===== src/design/shp_pkg.sv =====
// Shared types and constants for the staged heater PID controller.
// Used by the interfaces, sequencer, datapath and top; depends on nothing.
`default_nettype none
package shp_pkg;

	// field widths
	localparam int TEMP_W  = 12;
	localparam int SP_W    = 11;
	localparam int BAND_W  = 8;
	localparam int GAIN_W  = 16;
	localparam int POWER_W = 7;
	localparam int STAGE_W = 2;
	localparam int ERR_W   = 13;
	localparam int ACC_W   = 32;
	localparam int CFG_IDX_W  = 3;
	localparam int CFG_DATA_W = 16;

	// window depth default
	localparam int WINDOW_DEPTH_DEF = 8;

	// integral clamp numerator: 100 percent in 1/4096 percent units
	localparam int LIM_W = 19;
	localparam logic [LIM_W-1:0] LIM_NUM = 19'd409600;

	// stage codes
	localparam logic [STAGE_W-1:0] STAGE_PREHEAT  = 2'd0;
	localparam logic [STAGE_W-1:0] STAGE_APPROACH = 2'd1;
	localparam logic [STAGE_W-1:0] STAGE_PID      = 2'd2;
	localparam logic [STAGE_W-1:0] STAGE_FAULT    = 2'd3;

	// power levels
	localparam logic [POWER_W-1:0] PWR_FULL = 7'd100;
	localparam logic [POWER_W-1:0] PWR_HIGH = 7'd60;
	localparam logic [POWER_W-1:0] PWR_LOW  = 7'd40;
	localparam logic [POWER_W-1:0] PWR_OFF  = 7'd0;

	// approach threshold offset, 2 degrees
	localparam logic signed [ERR_W-1:0] APPROACH_OFS = 13'sd32;

	// register indexes
	localparam logic [CFG_IDX_W-1:0] CFG_SETPOINT  = 3'd0;
	localparam logic [CFG_IDX_W-1:0] CFG_LOST      = 3'd1;
	localparam logic [CFG_IDX_W-1:0] CFG_TRIP      = 3'd2;
	localparam logic [CFG_IDX_W-1:0] CFG_PREHEAT   = 3'd3;
	localparam logic [CFG_IDX_W-1:0] CFG_BAND      = 3'd4;
	localparam logic [CFG_IDX_W-1:0] CFG_GAIN_P    = 3'd5;
	localparam logic [CFG_IDX_W-1:0] CFG_GAIN_I    = 3'd6;
	localparam logic [CFG_IDX_W-1:0] CFG_GAIN_D    = 3'd7;

	// register reset values
	localparam logic [SP_W-1:0]          RST_SETPOINT = 11'd592;
	localparam logic signed [TEMP_W-1:0] RST_LOST     = 12'sd80;
	localparam logic [SP_W-1:0]          RST_TRIP     = 11'd640;
	localparam logic [SP_W-1:0]          RST_PREHEAT  = 11'd512;
	localparam logic [BAND_W-1:0]        RST_BAND     = 8'd2;
	localparam logic [GAIN_W-1:0]        RST_GAIN_P   = 16'd7680;
	localparam logic [GAIN_W-1:0]        RST_GAIN_I   = 16'd256;
	localparam logic [GAIN_W-1:0]        RST_GAIN_D   = 16'd1280;

	// controller to datapath commands
	typedef struct packed {
		logic in_ready;
		logic eval;
		logic scan_step;
		logic scan_fin;
		logic div_step;
		logic acc;
		logic mul_step;
		logic pid_fin;
		logic load_out;
	} cmd_t;

	// datapath to controller status
	typedef struct packed {
		logic                in_valid;
		logic                need_scan;
		logic                need_pid;
		logic                scan_done;
		logic                div_done;
		logic                mul_done;
		logic                out_free;
		logic [STAGE_W-1:0]  stage;
	} sts_t;

endpackage
`default_nettype wire


===== src/design/shp_if.sv =====
// Channel interfaces for samples and results of the heater controller.
// Depends on shp_pkg for field widths.
`default_nettype none
interface shp_sample_if;
	logic                                  valid;
	logic                                  ready;
	logic signed [shp_pkg::TEMP_W-1:0]     temperature;
	logic                                  out_of_range;

	modport source (output valid, output temperature, output out_of_range, input ready);
	modport sink (input valid, input temperature, input out_of_range, output ready);
endinterface

interface shp_result_if;
	logic                            valid;
	logic                            ready;
	logic [shp_pkg::POWER_W-1:0]     heat_pct;
	logic [shp_pkg::STAGE_W-1:0]     stage;
	logic                            sensor_lost;

	modport source (output valid, output heat_pct, output stage, output sensor_lost,
		input ready);
	modport sink (input valid, input heat_pct, input stage, input sensor_lost,
		output ready);
endinterface
`default_nettype wire


===== src/design/shp_ram.sv =====
// Generic single write port, single read port RAM with registered read.
// No dependencies.
`default_nettype none
module shp_ram #(
	parameter int WIDTH = 12,
	parameter int DEPTH = 8
) (
	input  wire logic                     clk,
	input  wire logic                     we,
	input  wire logic [$clog2(DEPTH)-1:0] waddr,
	input  wire logic [WIDTH-1:0]         wdata,
	input  wire logic [$clog2(DEPTH)-1:0] raddr,
	output      logic [WIDTH-1:0]         rdata
);
	logic [WIDTH-1:0] mem_q [DEPTH];

	always_ff @(posedge clk) begin
		if (we) begin
			mem_q[waddr] <= wdata;
		end
		rdata <= mem_q[raddr];
	end
endmodule
`default_nettype wire


===== src/design/shp_ctrl.sv =====
// Sequencer of the heater controller: steps the datapath through one sample.
// Depends on shp_pkg for the command and status types.
`default_nettype none
module shp_ctrl (
	input  wire logic           clk,
	input  wire logic           arst_n,
	input  wire shp_pkg::sts_t  sts,
	output      shp_pkg::cmd_t  cmd
);
	localparam logic [2:0] S_IDLE = 3'd0;
	localparam logic [2:0] S_EVAL = 3'd1;
	localparam logic [2:0] S_SCAN = 3'd2;
	localparam logic [2:0] S_DIV  = 3'd3;
	localparam logic [2:0] S_ACC  = 3'd4;
	localparam logic [2:0] S_MUL  = 3'd5;
	localparam logic [2:0] S_FIN  = 3'd6;
	localparam logic [2:0] S_OUT  = 3'd7;

	logic [2:0] state_q, state_d;

	// next state and commands
	always_comb begin
		state_d = state_q;
		cmd     = '0;
		unique case (state_q)
			S_IDLE: begin
				cmd.in_ready = 1'b1;
				if (sts.in_valid) state_d = S_EVAL;
			end
			S_EVAL: begin
				cmd.eval = 1'b1;
				if (sts.need_scan) state_d = S_SCAN;
				else if (sts.need_pid) state_d = S_DIV;
				else state_d = S_OUT;
			end
			S_SCAN: begin
				if (sts.scan_done) begin
					cmd.scan_fin = 1'b1;
					state_d = S_OUT;
				end else begin
					cmd.scan_step = 1'b1;
				end
			end
			S_DIV: begin
				if (sts.div_done) state_d = S_ACC;
				else cmd.div_step = 1'b1;
			end
			S_ACC: begin
				cmd.acc = 1'b1;
				state_d = S_MUL;
			end
			S_MUL: begin
				if (sts.mul_done) state_d = S_FIN;
				else cmd.mul_step = 1'b1;
			end
			S_FIN: begin
				cmd.pid_fin = 1'b1;
				state_d = S_OUT;
			end
			S_OUT: begin
				if (sts.out_free) begin
					cmd.load_out = 1'b1;
					state_d = S_IDLE;
				end
			end
			default: state_d = S_IDLE;
		endcase
	end

	always_ff @(posedge clk or negedge arst_n) begin
		if (!arst_n) begin
			state_q <= S_IDLE;
		end else begin
			state_q <= state_d;
		end
	end
endmodule
`default_nettype wire


===== src/design/shp_dp.sv =====
// Datapath of the heater controller: registers, window RAM, min/max scan,
// clamp divider, shared multiplier and the result register.
// Depends on shp_pkg, shp_if and shp_ram.
`default_nettype none
module shp_dp #(
	parameter int WINDOW_DEPTH = shp_pkg::WINDOW_DEPTH_DEF
) (
	input  wire logic                              clk,
	input  wire logic                              arst_n,
	input  wire logic                              cfg_we,
	input  wire logic [shp_pkg::CFG_IDX_W-1:0]     cfg_idx,
	input  wire logic [shp_pkg::CFG_DATA_W-1:0]    cfg_data,
	shp_sample_if.sink                             sample,
	shp_result_if.source                           result,
	input  wire shp_pkg::cmd_t                     cmd,
	output      shp_pkg::sts_t                     sts
);
	localparam int AW  = $clog2(WINDOW_DEPTH);
	localparam int CW  = $clog2(WINDOW_DEPTH + 1);
	localparam int TW  = shp_pkg::TEMP_W;
	localparam int EW  = shp_pkg::ERR_W;
	localparam int GW  = shp_pkg::GAIN_W;
	localparam int LW  = shp_pkg::LIM_W;
	localparam int AOW = 21;              // integral operand, |acc| <= 409600 when the I gain is nonzero
	localparam int PW  = GW + 1 + AOW;    // product width
	localparam int SW  = PW + 2;          // sum of three products
	localparam logic [CW-1:0] DEPTH_C = CW'(WINDOW_DEPTH);
	localparam logic [CW-1:0] DEPTH_M1 = CW'(WINDOW_DEPTH - 1);
	localparam logic [4:0] DIV_STEPS = 5'(LW);

	// configuration registers
	logic [shp_pkg::SP_W-1:0]    setpoint_q, trip_q, preheat_q;
	logic signed [TW-1:0]        lost_q;
	logic [shp_pkg::BAND_W-1:0]  band_q;
	logic [GW-1:0]               gain_p_q, gain_i_q, gain_d_q;

	always_ff @(posedge clk or negedge arst_n) begin
		if (!arst_n) begin
			setpoint_q <= shp_pkg::RST_SETPOINT;
			lost_q     <= shp_pkg::RST_LOST;
			trip_q     <= shp_pkg::RST_TRIP;
			preheat_q  <= shp_pkg::RST_PREHEAT;
			band_q     <= shp_pkg::RST_BAND;
			gain_p_q   <= shp_pkg::RST_GAIN_P;
			gain_i_q   <= shp_pkg::RST_GAIN_I;
			gain_d_q   <= shp_pkg::RST_GAIN_D;
		end else if (cfg_we) begin
			unique case (cfg_idx)
				shp_pkg::CFG_SETPOINT: setpoint_q <= cfg_data[shp_pkg::SP_W-1:0];
				shp_pkg::CFG_LOST:     lost_q     <= cfg_data[TW-1:0];
				shp_pkg::CFG_TRIP:     trip_q     <= cfg_data[shp_pkg::SP_W-1:0];
				shp_pkg::CFG_PREHEAT:  preheat_q  <= cfg_data[shp_pkg::SP_W-1:0];
				shp_pkg::CFG_BAND:     band_q     <= cfg_data[shp_pkg::BAND_W-1:0];
				shp_pkg::CFG_GAIN_P:   gain_p_q   <= cfg_data;
				shp_pkg::CFG_GAIN_I:   gain_i_q   <= cfg_data;
				shp_pkg::CFG_GAIN_D:   gain_d_q   <= cfg_data;
				default: ;
			endcase
		end
	end

	// captured sample
	logic signed [TW-1:0] t_q;
	logic                 oor_q;
	logic                 capture;

	assign capture      = sample.valid && cmd.in_ready;
	assign sample.ready = cmd.in_ready;

	always_ff @(posedge clk) begin
		if (capture) begin
			t_q   <= sample.temperature;
			oor_q <= sample.out_of_range;
		end
	end

	// sample classification
	logic signed [EW-1:0] t_x, sp_x, err;
	logic lost, trip, approach_low, reach_pre, latched, accept_win;
	logic [shp_pkg::STAGE_W-1:0] stage_q;

	assign t_x          = EW'(t_q);
	assign sp_x         = $signed({2'b00, setpoint_q});
	assign err          = sp_x - t_x;
	assign lost         = t_q <= lost_q;
	assign trip         = oor_q || (t_x > $signed({2'b00, trip_q}));
	assign approach_low = t_x < (sp_x - shp_pkg::APPROACH_OFS);
	assign reach_pre    = t_x >= $signed({2'b00, preheat_q});
	assign latched      = stage_q == shp_pkg::STAGE_FAULT;
	assign accept_win   = !lost && !latched && !trip;

	// window state
	logic [AW-1:0] pos_q;
	logic [CW-1:0] fill_q;
	logic [CW-1:0] scan_cnt_q;
	logic          rd_v_q, first_q;
	logic signed [TW-1:0] rdata, lo_q, hi_q;
	logic signed [EW-1:0] span;
	logic          win_we;

	assign win_we = cmd.eval && accept_win;
	assign span   = EW'(hi_q) - EW'(lo_q);

	shp_ram #(.WIDTH(TW), .DEPTH(WINDOW_DEPTH)) u_window (
		.clk   (clk),
		.we    (win_we),
		.waddr (pos_q),
		.wdata (t_q),
		.raddr (scan_cnt_q[AW-1:0]),
		.rdata (rdata)
	);

	// divider, integral and multiply state
	logic [LW-1:0]  dvd_q, quo_q;
	logic [GW:0]    rem_q, rem_sh;
	logic [4:0]     div_cnt_q;
	logic signed [shp_pkg::ACC_W-1:0] integ_q;
	logic signed [EW-1:0] last_err_q;
	logic [2:0]     mcnt_q;
	logic signed [PW-1:0] prod_q;
	logic signed [SW-1:0] sum_q;
	logic signed [GW:0]   mul_a;
	logic signed [AOW-1:0] mul_b;
	logic signed [shp_pkg::ACC_W:0] acc_wide;
	logic signed [shp_pkg::ACC_W-1:0] acc_sat, acc_clamp, lim_x;
	logic signed [EW:0] derr;
	logic [shp_pkg::POWER_W-1:0] res_power_q, pid_power;
	logic res_lost_q;

	assign rem_sh = {rem_q[GW-1:0], dvd_q[LW-1]};

	// saturate, then clamp the integral sum
	always_comb begin
		acc_wide = (shp_pkg::ACC_W+1)'(integ_q) + (shp_pkg::ACC_W+1)'(err);
		lim_x    = $signed({{(shp_pkg::ACC_W-LW){1'b0}}, quo_q});
		if (acc_wide[shp_pkg::ACC_W] != acc_wide[shp_pkg::ACC_W-1]) begin
			acc_sat = acc_wide[shp_pkg::ACC_W] ? {1'b1, {(shp_pkg::ACC_W-1){1'b0}}}
				: {1'b0, {(shp_pkg::ACC_W-1){1'b1}}};
		end else begin
			acc_sat = acc_wide[shp_pkg::ACC_W-1:0];
		end
		acc_clamp = acc_sat;
		if (gain_i_q != '0) begin
			if (acc_sat > lim_x) acc_clamp = lim_x;
			else if (acc_sat < -lim_x) acc_clamp = -lim_x;
		end
	end

	// shared multiplier operand select
	assign derr = (EW+1)'(err) - (EW+1)'(last_err_q);
	always_comb begin
		unique case (mcnt_q[1:0])
			2'd0: begin
				mul_a = $signed({1'b0, gain_p_q});
				mul_b = AOW'(err);
			end
			2'd1: begin
				mul_a = $signed({1'b0, gain_i_q});
				mul_b = integ_q[AOW-1:0];
			end
			2'd2: begin
				mul_a = $signed({1'b0, gain_d_q});
				mul_b = AOW'(derr);
			end
			default: begin
				mul_a = '0;
				mul_b = '0;
			end
		endcase
	end

	// output scaling and clamp
	always_comb begin
		if (sum_q <= 0) pid_power = shp_pkg::PWR_OFF;
		else if (sum_q >= SW'($signed({1'b0, shp_pkg::LIM_NUM}))) pid_power = shp_pkg::PWR_FULL;
		else pid_power = sum_q[shp_pkg::POWER_W+11:12];
	end

	// control state of the sample sequence
	always_ff @(posedge clk or negedge arst_n) begin
		if (!arst_n) begin
			stage_q    <= shp_pkg::STAGE_PREHEAT;
			pos_q      <= '0;
			fill_q     <= '0;
			integ_q    <= '0;
			last_err_q <= '0;
			scan_cnt_q <= '0;
			rd_v_q     <= 1'b0;
			first_q    <= 1'b0;
			div_cnt_q  <= '0;
			mcnt_q     <= '0;
		end else begin
			if (cmd.eval) begin
				scan_cnt_q <= '0;
				rd_v_q     <= 1'b0;
				first_q    <= 1'b1;
				div_cnt_q  <= '0;
				if (!lost && !latched) begin
					if (trip) begin
						stage_q <= shp_pkg::STAGE_FAULT;
					end else begin
						pos_q <= (pos_q == AW'(WINDOW_DEPTH - 1)) ? '0 : pos_q + 1'b1;
						if (fill_q != DEPTH_C) fill_q <= fill_q + 1'b1;
						if (stage_q == shp_pkg::STAGE_PREHEAT && reach_pre) begin
							stage_q <= shp_pkg::STAGE_APPROACH;
						end
					end
				end
			end
			if (cmd.scan_step) begin
				rd_v_q <= scan_cnt_q != DEPTH_C;
				if (scan_cnt_q != DEPTH_C) scan_cnt_q <= scan_cnt_q + 1'b1;
				if (rd_v_q) first_q <= 1'b0;
			end
			if (cmd.scan_fin && span <= $signed({5'b0, band_q})) begin
				stage_q    <= shp_pkg::STAGE_PID;
				integ_q    <= '0;
				last_err_q <= err;
			end
			if (cmd.div_step) div_cnt_q <= div_cnt_q + 1'b1;
			if (cmd.acc) begin
				integ_q <= acc_clamp;
				mcnt_q  <= '0;
			end
			if (cmd.mul_step) mcnt_q <= mcnt_q + 1'b1;
			if (cmd.pid_fin) last_err_q <= err;
		end
	end

	// window min and max fold
	always_ff @(posedge clk) begin
		if (cmd.scan_step && rd_v_q) begin
			if (first_q) begin
				lo_q <= rdata;
				hi_q <= rdata;
			end else begin
				if (rdata < lo_q) lo_q <= rdata;
				if (rdata > hi_q) hi_q <= rdata;
			end
		end
	end

	// restoring divider for the integral clamp, one quotient bit a cycle
	always_ff @(posedge clk) begin
		if (cmd.eval) begin
			dvd_q <= shp_pkg::LIM_NUM;
			rem_q <= '0;
			quo_q <= '0;
		end else if (cmd.div_step) begin
			dvd_q <= {dvd_q[LW-2:0], 1'b0};
			if (rem_sh >= {1'b0, gain_i_q}) begin
				rem_q <= rem_sh - {1'b0, gain_i_q};
				quo_q <= {quo_q[LW-2:0], 1'b1};
			end else begin
				rem_q <= rem_sh;
				quo_q <= {quo_q[LW-2:0], 1'b0};
			end
		end
	end

	// multiply then accumulate, register between the two
	always_ff @(posedge clk) begin
		if (cmd.acc) begin
			prod_q <= '0;
			sum_q  <= '0;
		end else if (cmd.mul_step) begin
			prod_q <= PW'(mul_a * mul_b);
			sum_q  <= sum_q + SW'(prod_q);
		end
	end

	// result of this sample
	always_ff @(posedge clk) begin
		if (cmd.eval) begin
			res_lost_q <= lost;
			if (lost || latched || trip) res_power_q <= shp_pkg::PWR_OFF;
			else if (stage_q == shp_pkg::STAGE_PREHEAT) res_power_q <= shp_pkg::PWR_FULL;
			else if (approach_low) res_power_q <= shp_pkg::PWR_HIGH;
			else res_power_q <= shp_pkg::PWR_LOW;
		end else if (cmd.pid_fin) begin
			res_power_q <= pid_power;
		end
	end

	// output register
	logic out_valid_q;
	always_ff @(posedge clk or negedge arst_n) begin
		if (!arst_n) begin
			out_valid_q <= 1'b0;
		end else if (cmd.load_out) begin
			out_valid_q <= 1'b1;
		end else if (result.ready) begin
			out_valid_q <= 1'b0;
		end
	end

	always_ff @(posedge clk) begin
		if (cmd.load_out) begin
			result.heat_pct    <= res_power_q;
			result.stage       <= stage_q;
			result.sensor_lost <= res_lost_q;
		end
	end
	assign result.valid = out_valid_q;

	// status to the sequencer
	always_comb begin
		sts.in_valid  = sample.valid;
		sts.need_scan = accept_win && stage_q == shp_pkg::STAGE_APPROACH && !approach_low
			&& fill_q >= DEPTH_M1;
		sts.need_pid  = accept_win && stage_q == shp_pkg::STAGE_PID;
		sts.scan_done = scan_cnt_q == DEPTH_C && !rd_v_q;
		sts.div_done  = div_cnt_q == DIV_STEPS;
		sts.mul_done  = mcnt_q == 3'd4;
		sts.out_free  = !out_valid_q || result.ready;
		sts.stage     = stage_q;
	end
endmodule
`default_nettype wire


===== src/design/staged_heater_pid_controller_top.sv =====
// Staged heater PID controller, top level.
// Takes one temperature sample on the sample channel and returns one
// transaction on the result channel: power in percent, stage, sensor lost.
// The user writes configuration registers via cfg_we/cfg_idx/cfg_data only while
// idle; the block does not enforce this. Writes land at once, no read-back.
// One sample is taken at a time. Steps from sample accept to result valid:
//   sensor lost, error or trip, preheat, approach without scan: evaluate, output
//   approach with window scan: evaluate, scan (one RAM read a cycle), output
//   PID: evaluate, clamp divider, integral update, shared multiplier, output
// The next sample is accepted the cycle after the result is loaded, so one
// result can wait in the output register while the next sample is worked on.
// If the receiver stalls, the finished result waits for the output register.
// Reset (arst_n low) returns registers to defaults, stage to preheat,
// and empties the window; nothing is pending after reset.
// Depends on shp_pkg, shp_if, shp_ram, shp_ctrl and shp_dp.
`default_nettype none
module staged_heater_pid_controller_top #(
	parameter int WINDOW_DEPTH = shp_pkg::WINDOW_DEPTH_DEF
) (
	input  wire logic                           clk,
	input  wire logic                           arst_n,
	input  wire logic                           cfg_we,
	input  wire logic [shp_pkg::CFG_IDX_W-1:0]  cfg_idx,
	input  wire logic [shp_pkg::CFG_DATA_W-1:0] cfg_data,
	shp_sample_if.sink                          sample,
	shp_result_if.source                        result
);
	shp_pkg::cmd_t cmd;
	shp_pkg::sts_t sts;

	shp_ctrl u_ctrl (
		.clk    (clk),
		.arst_n (arst_n),
		.sts    (sts),
		.cmd    (cmd)
	);

	shp_dp #(.WINDOW_DEPTH(WINDOW_DEPTH)) u_dp (
		.clk      (clk),
		.arst_n   (arst_n),
		.cfg_we   (cfg_we),
		.cfg_idx  (cfg_idx),
		.cfg_data (cfg_data),
		.sample   (sample),
		.result   (result),
		.cmd      (cmd),
		.sts      (sts)
	);

	// one sample in flight at a time
	a_one_item: assert property (@(posedge clk) disable iff (!arst_n)
		sample.valid && sample.ready |=> !sample.ready)
		else $error("second sample accepted while busy");

	// error stage is left only by reset
	a_err_latch: assert property (@(posedge clk) disable iff (!arst_n)
		sts.stage == shp_pkg::STAGE_FAULT |=> sts.stage == shp_pkg::STAGE_FAULT)
		else $error("error stage left without reset");

	// power stays within 0..100
	a_power_range: assert property (@(posedge clk) disable iff (!arst_n)
		result.valid |-> result.heat_pct <= shp_pkg::PWR_FULL)
		else $error("power above 100 percent");

	// lost sensor drives no power
	a_lost_off: assert property (@(posedge clk) disable iff (!arst_n)
		result.valid && result.sensor_lost |-> result.heat_pct == shp_pkg::PWR_OFF)
		else $error("power nonzero with sensor lost");
endmodule
`default_nettype wire


===== src/flat_wrapper.sv =====
// flat-port wrapper written by rule: the top's interface ports become plain ports
module staged_heater_pid_controller_top_flat 
#(
	parameter int WINDOW_DEPTH = shp_pkg::WINDOW_DEPTH_DEF
)
  (clk, arst_n, cfg_we, cfg_idx, cfg_data, sample_valid, sample_temperature, sample_out_of_range, sample_ready, result_valid, result_heat_pct, result_stage, result_sensor_lost, result_ready);
  shp_sample_if sample_i ();
  shp_result_if result_i ();
  input  wire logic clk;
  input  wire logic arst_n;
  input  wire logic cfg_we;
  input  wire logic [shp_pkg::CFG_IDX_W-1:0] cfg_idx;
  input  wire logic [shp_pkg::CFG_DATA_W-1:0] cfg_data;
  input wire logic [$bits(sample_i.valid)-1:0] sample_valid;
  input wire logic [$bits(sample_i.temperature)-1:0] sample_temperature;
  input wire logic [$bits(sample_i.out_of_range)-1:0] sample_out_of_range;
  output wire logic [$bits(sample_i.ready)-1:0] sample_ready;
  output wire logic [$bits(result_i.valid)-1:0] result_valid;
  output wire logic [$bits(result_i.heat_pct)-1:0] result_heat_pct;
  output wire logic [$bits(result_i.stage)-1:0] result_stage;
  output wire logic [$bits(result_i.sensor_lost)-1:0] result_sensor_lost;
  input wire logic [$bits(result_i.ready)-1:0] result_ready;
  assign sample_i.valid = sample_valid;
  assign sample_i.temperature = sample_temperature;
  assign sample_i.out_of_range = sample_out_of_range;
  assign sample_ready = sample_i.ready;
  assign result_valid = result_i.valid;
  assign result_heat_pct = result_i.heat_pct;
  assign result_stage = result_i.stage;
  assign result_sensor_lost = result_i.sensor_lost;
  assign result_i.ready = result_ready;
  staged_heater_pid_controller_top #(.WINDOW_DEPTH(WINDOW_DEPTH)) u_core (.clk(clk), .arst_n(arst_n), .cfg_we(cfg_we), .cfg_idx(cfg_idx), .cfg_data(cfg_data), .sample(sample_i), .result(result_i));
endmodule

===== config.mk =====
export PLATFORM = sky130hd
export DESIGN_NAME = staged_heater_pid_controller_top_flat
export DESIGN_NICKNAME = d
export VERILOG_FILES = /design/src/design/shp_pkg.sv /design/src/design/shp_if.sv /design/src/design/shp_ram.sv /design/src/design/shp_ctrl.sv /design/src/design/shp_dp.sv /design/src/design/staged_heater_pid_controller_top.sv /design/src/flat_wrapper.sv
export SDC_FILE = /design/constraint.sdc
export NUM_CORES = 2
export LEC_CHECK = 0
export ABC_CLOCK_PERIOD_IN_PS = 9330
export BUFFER_PORTS_ARGS = -buffer_cell sky130_fd_sc_hd__clkbuf_2
export CAP_MARGIN = 20
export CORE_UTILIZATION = 59
export DETAILED_ROUTE_END_ITERATION = 7
export PLACE_DENSITY = 0.86
export REMOVE_ABC_BUFFERS = 1
export SETUP_SLACK_MARGIN = 0.02
export SKIP_CTS_REPAIR_TIMING = 1
export SYNTH_ARGS = -nofsm -noshare
export SYNTH_HDL_FRONTEND = slang
export SYNTH_HIERARCHICAL = 1
export SYNTH_SLANG_ARGS = --single-unit
export TNS_END_PERCENT = 1

===== constraint.sdc =====
create_clock -name clk -period 9.33 [get_ports clk]
set_input_delay 0.4665 -clock clk [delete_from_list [all_inputs] [get_ports clk]]
set_output_delay 0.4665 -clock clk [all_outputs]
set_load 0.02 [all_outputs]

Word-level counts from Yosys, hierarchy flattened. Memory sizes are Yosys's and may differ from the RTL's. A register that Yosys moved wholly into a read port is not among the register bits. Cells that the tools add are included.

Register bits: 346. RAM bits: 96. Bits of input ports: 37. Output and inout port bits: 12. Logic and storage cells: 214. Memories: 1.

Add/sub/neg operators: 13. Multipliers: 1. $lt $le $gt $ge: 13. Eq/ne operators: 31. Mux-type cells: 67. Bitwise logic cells: 1. Reductions and logical operators: 53.

Memory list: u_core.u_dp.u_window.mem_q (depth 8, width 12, read ports 1, clocked after Yosys merged registers in 1, wr ports 1, line shp_ram.sv:15) `logic [WIDTH-1:0] mem_q [DEPTH];`.

Operators by type and width (number): 2-to-1 mux 32 bit (7); one-hot mux 21 bit (3 select lines) (1); 2-to-1 mux 12 bit (4); one-hot mux 16 bit (3 select lines) (1); 2-to-1 mux 7 bit (6); adder 40 x 38 -> 40 bit (1); greater-or-equal comparator 40 x 20 -> 1 bit, second input constant (1); less-or-equal comparator 40 x 1 -> 1 bit, second input constant (1); multiplier 17 x 21 -> 38 bit (1); adder 32 x 13 -> 33 bit (1); > comparator 32 x 20 -> 1 bit (1); < comparator 32 bit (1); negator 19 -> 32 bit (1); equality test 3 bit, second input constant (10); 2-to-1 mux 3 bit (10); 2-to-1 mux 13 bit (2); subtractor 12 x 12 -> 13 bit (2); > comparator 12 bit (2); < comparator 12 bit (2); one-hot mux 3 bit (8 select lines) (1); 2-to-1 mux 1 bit (22); nonzero test 2 bit (11); AND reduction 2 bit (10); greater-or-equal comparator 17 x 16 -> 1 bit (1); other kinds (35) (79).

Longest topological paths before layout.
Depth after elaboration: 9. Depth in mapped cells: 45.

By module. The synthesis kept the hierarchy.

Modules (own cells, without submodules): shp_dp (times used 1, cells each 4071, area each 36004.5 µm²); shp_ram (times used 1, cells each 164, area each 3987.6 µm²); shp_ctrl (times used 1, cells each 34, area each 277.8 µm²).

Worst setup path after synthesis. OpenSTA, ideal clock, no wires.

Path kind: reg-to-reg. Start: register u_core.u_dp.t_q[0]. End: register u_core.u_dp.prod_q[36]. Data arrival time: 10.038 ns. Required time: 9.198 ns. Setup slack: -0.841 ns. Stages on the path, launching flop included: 40. Buffers on the path: 1. Path through: edfxtp_1 > ha_1 > inv_1 > fa_1 > a21o_1 > a21oi_1 > o21ai_0 > a21oi_1 > o21bai_1 > a21oi_1 > o21bai_1 > a21oi_1 > o21a_1 > ha_1 > or3b_2 > a31oi_1 > o21ai_0 > clkbuf_1 > [4 not listed] > fa_1 > fa_1 > inv_1 > fa_1 > inv_1 > fa_1 > inv_1 > ha_1 > and2_1 > a31oi_1 > o311ai_0 > a2111oi_0 > o31ai_1 > a311oi_1 > nor4_1 > or4_1 > nand3_1 > a21oi_1.

Word-level cells in the longest chain between the ends: 4.

RTL lines: start, declared (line shp_dp.sv:63) `logic signed [TW-1:0] t_q;`; start signal, assigned (line shp_dp.sv:72) `t_q <= sample.temperature;`; subtractor 12 x 12 -> 13 bit * (line shp_dp.sv:84) `assign err = sp_x - t_x;`; net u_core.u_dp.err[12] (line shp_dp.sv:78) `logic signed [EW-1:0] t_x, sp_x, err;`; subtractor 13 x 13 -> 14 bit (line shp_dp.sv:150) `assign derr = (EW+1)'(err) - (EW+1)'(last_err_q);`; one-hot mux 21 bit (3 select lines) * (line shp_dp.sv:152) `unique case (mcnt_q[1:0])`; multiplier 17 x 21 -> 38 bit * (line shp_dp.sv:267) `prod_q <= PW'(mul_a * mul_b);`; end signal, assigned (line shp_dp.sv:267); end, declared (line shp_dp.sv:120) `logic signed [PW-1:0] prod_q;`.

The timed path passes the listed nets; every way through them passes the cells marked *. A chain may end at the register's enable or synchronous reset.

Worst setup path in the final report.
Start: register u_core/u_dp/setpoint_q[0] (netlist name). End: register u_core.u_dp.prod_q[33].

Word-level cells in the longest chain between the ends: 4.

RTL lines: start, declared (line shp_dp.sv:32) `logic [shp_pkg::SP_W-1:0] setpoint_q, trip_q, preheat_q;`; start signal, assigned (line shp_dp.sv:39) `setpoint_q <= shp_pkg::RST_SETPOINT;`; start signal, assigned (line shp_dp.sv:49) `shp_pkg::CFG_SETPOINT: setpoint_q <= cfg_data[shp_pkg::SP_W-1:0];`; subtractor 12 x 12 -> 13 bit * (line shp_dp.sv:84); net u_core.u_dp.err[10] (line shp_dp.sv:78); subtractor 13 x 13 -> 14 bit (line shp_dp.sv:150); one-hot mux 21 bit (3 select lines) * (line shp_dp.sv:152); multiplier 17 x 21 -> 38 bit * (line shp_dp.sv:267).

Marked as above.

==> impl_metrics.tcl <==
set metrics [dict create \
    port_buffers 48 \
    grtUsageTotal_pct 32.1 \
    synth_seq_cells 454 \
    diodes 0 \
    synthToLayoutAreaGrowth_pct 13.9 \
    grt_pass1_wl_mm 178 \
    reg2reg_slack_ns -0.44 \
    critPathLaunch "u_core/u_dp/setpoint_q[0]$_DFFE_PN0P_" \
    clock.fmax_mhz 102 \
    placed_cells 5316 \
    async_reset_ff_share_pct 38.1 \
    hp-class "in -> reg" \
    setup_ws_ns -0.444 \
    finalNetCount 5259 \
    tightestPinTransition_ns 1.14 \
    final_max_slew_viol_count 0 \
    fillCellCount 4670 \
    final_cell_mix "inv_1, nand2_1, nor2_1" \
    cts_buffers 50 \
    hold_viol 0 \
    reg2reg_depth 46 \
    die_y_um 263 \
    coreArea_sq_um 67400 \
    drc 1 \
    outcome "finished with violations" \
    yosysUniqueCellTypes 91 \
    vias 33900 \
    synth_edf_count 151 \
    post_drt_wl_per_cell_um 21.3 \
    first_pass_iters 8 \
    synth_area_sq_um 40300 \
    viasPerCell 6.24 \
    cts-root-buf "clkbuf_16" \
    worstPathArrival_ns 10.22 \
    violations "design-rule violations, negative setup slack" \
    reg2reg_from "u_core/u_dp/setpoint_q[0]$_DFFE_PN0P_" \
    gr-total-overflow 0 \
    final_common_cell "inv_1" \
    final_cells 5436 \
    grt_pass1_vias 33800 \
    crit_path_top_delay_cell "fa_1" \
    final_area_sq_um 45900 \
    start_kind "flop" \
    worstPathMaxFanout 4 \
    holdPathEnd "u_core/u_dp/t_q[8]$_DFFE_PP_" \
    path_clk_slew_ns 0.07 \
    period_minus_slack_ns 9.77 \
    drive_above_1_share_pct 16.2 \
    finalWeightedCongestion 1.00 \
    maxCapViolations 0 \
    finalSetupViolCount 35 \
    criticalPathCategory "reg -> reg" \
    drtAntennaViolNets 0 \
    cts_tree "done" \
    whs_path_depth 1 \
    dieWidth_um 263 \
    initial_utilization_pct 59.8 \
    reg2reg_to "u_core/u_dp/prod_q[33]$_SDFFE_PP0P_" \
    grt_start_max_net_pins 82 \
    clock_latency_ns 0.65 \
    clockBufferDepth 3 \
    wl_mm 116 \
    max_slew_margin_pct 23.3 \
    fin_crit_sh_pct 105 \
    post_dp_cell_area_sq_um 43200 \
    cpPeakStageDelay_ns 0.57 \
    io_pins 49 \
    rows 95 \
    rsz0062_at_grt "true" \
    fp.dieArea_sq_um 69300 \
    synth_area_per_cell_sq_um 9.43 \
    worstHoldStart "sample_temperature[8]" \
    fin_worst_skew_ns 0.0752 \
    cp.required_ns 9.78 \
    h-tree-depth 2 \
    dp_hpwl_mm 82.2 \
    end_kind "flop" \
    ys.flop_type "dfrtp_1" \
    yosys_warnings 6 \
    synth_cells 4269 \
    first_iter_violations 3934 \
    cts_num_sinks 454 \
    ys_seq_area_share_pct 28.5 \
    antenna_found_initial 5 \
]
-- worst max-delay path: cells and delay by family (launching register included) --
family,cells,cell delay (ns)
DFF,1,0.41
adders and majority gates,10,4.02
xor gates and xnor gates,2,0.30
and+or+nand+nor,4,0.48
AOI/OAI and AO/OA,19,3.15
buffers and inverters,11,1.21
-- metrics by stage --
stage / TNS, ns / util [%] / hold slack, ns / worst slack [ns]
after global placement: -13.00 / 64.0 / 0.376 / -0.644
after detailed placement: -25.87 / 64.1 / 0.380 / -1.06
final: -4.62 / 68.1 / 0.00995 / -0.444
after CTS: -31.42 / 66.6 / -0.280 / -1.24
after floorplan: -17.33 / - / 0.171 / -1.40
after global routing: -18.29 / 68.1 / 0.00233 / -0.713
-- layout make-up --
cell class                 instances  area, sq um  share of cell area [%]
clock buffer                      56         1290                    2.82
multi-input combinational       3040        26600                    58.0
tap                              873         1090                    2.38
clock inverter                    37          388                   0.846
sequential                       454        11500                    25.0
timing repair buffer             357         2700                    5.88
inverter                         619         2320                    5.07
-- synthesized netlist by cell type (79+ instances only) --
cell type	number	share of area [%]
xnor2_1	101	2.2
mux2_2	90	2.5
o21ai_0	174	2.2
a21oi_1	161	2.0
inv_1	616	5.7
a21o_1	79	1.5
nor2_1	376	3.5
ha_1	359	11
dfxtp_1	130	6.5
dfrtp_1	157	9.8
edfxtp_1	151	11
clkbuf_1	127	1.2
fa_1	341	17
nand2_1	424	4.0
-- registers in the layout (all words and copies together) (netlist names), 7 cells and up --
signal	flops
u_core/u_dp/u_window/mem_q	96
u_core/u_dp/sum_q	40
u_core/u_dp/prod_q	38
u_core/u_dp/integ_q	32
u_core/u_dp/quo_q	19
u_core/u_dp/gain_d_q	16
u_core/u_dp/gain_i_q	16
u_core/u_dp/gain_p_q	16
u_core/u_dp/rem_q	16
u_core/u_dp/last_err_q	13
u_core/u_dp/hi_q	12
u_core/u_dp/lo_q	12
u_core/u_dp/lost_q	12
u_core/u_dp/t_q	12
u_core/u_dp/u_window/rdata	12
u_core/u_dp/preheat_q	11
u_core/u_dp/setpoint_q	11
u_core/u_dp/trip_q	11
u_core/u_dp/band_q	8
u_core/u_dp/res_power_q	7
u_core/u_dp/result.heat_pct	7
-- worst max-delay path by stage --
stage | to | slack [ns] | cells after the start
2_1_floorplan | u_core/u_dp/prod_q[36]$_SDFFE_PP0P_ | -1.40 | 38
3_5_place_dp | u_core/u_dp/prod_q[36]$_SDFFE_PP0P_ | -1.06 | 41
6_report | u_core/u_dp/prod_q[33]$_SDFFE_PP0P_ | -0.44 | 46
5_1_grt | u_core/u_dp/prod_q[33]$_SDFFE_PP0P_ | -0.71 | 45
4_1_cts | u_core/u_dp/prod_q[36]$_SDFFE_PP0P_ | -1.24 | 39
3_3_place_gp | u_core/u_dp/prod_q[36]$_SDFFE_PP0P_ | -0.64 | 42
-- metal layers --
layer	routed length, um	vias to the layer above	GRT usage (%)
met5	21	-	0
li1	-	15000	-
met1	43900	16500	40.9
met4	6420	4	14.8
met3	11100	505	6.06
met2	54500	1875	53.2
-- kinds of logic (layout without fill, tap and decap cells) --
group	after synthesis	count (layout)	share of synthesized area, %
and+or+nand+nor	1213	1213	13.7
AOI/OAI and AO/OA	782	782	12.9
buffers and inverters	775	1069	7.41
adders and majority gates	708	708	28.3
DFF	454	454	28.5
muxes	191	191	5.98
xor gates and xnor gates	146	146	3.18
Power is left out: the tool's default activity adds up to more than one toggle a clock period on the data nets, which glitch-free logic cannot reach.
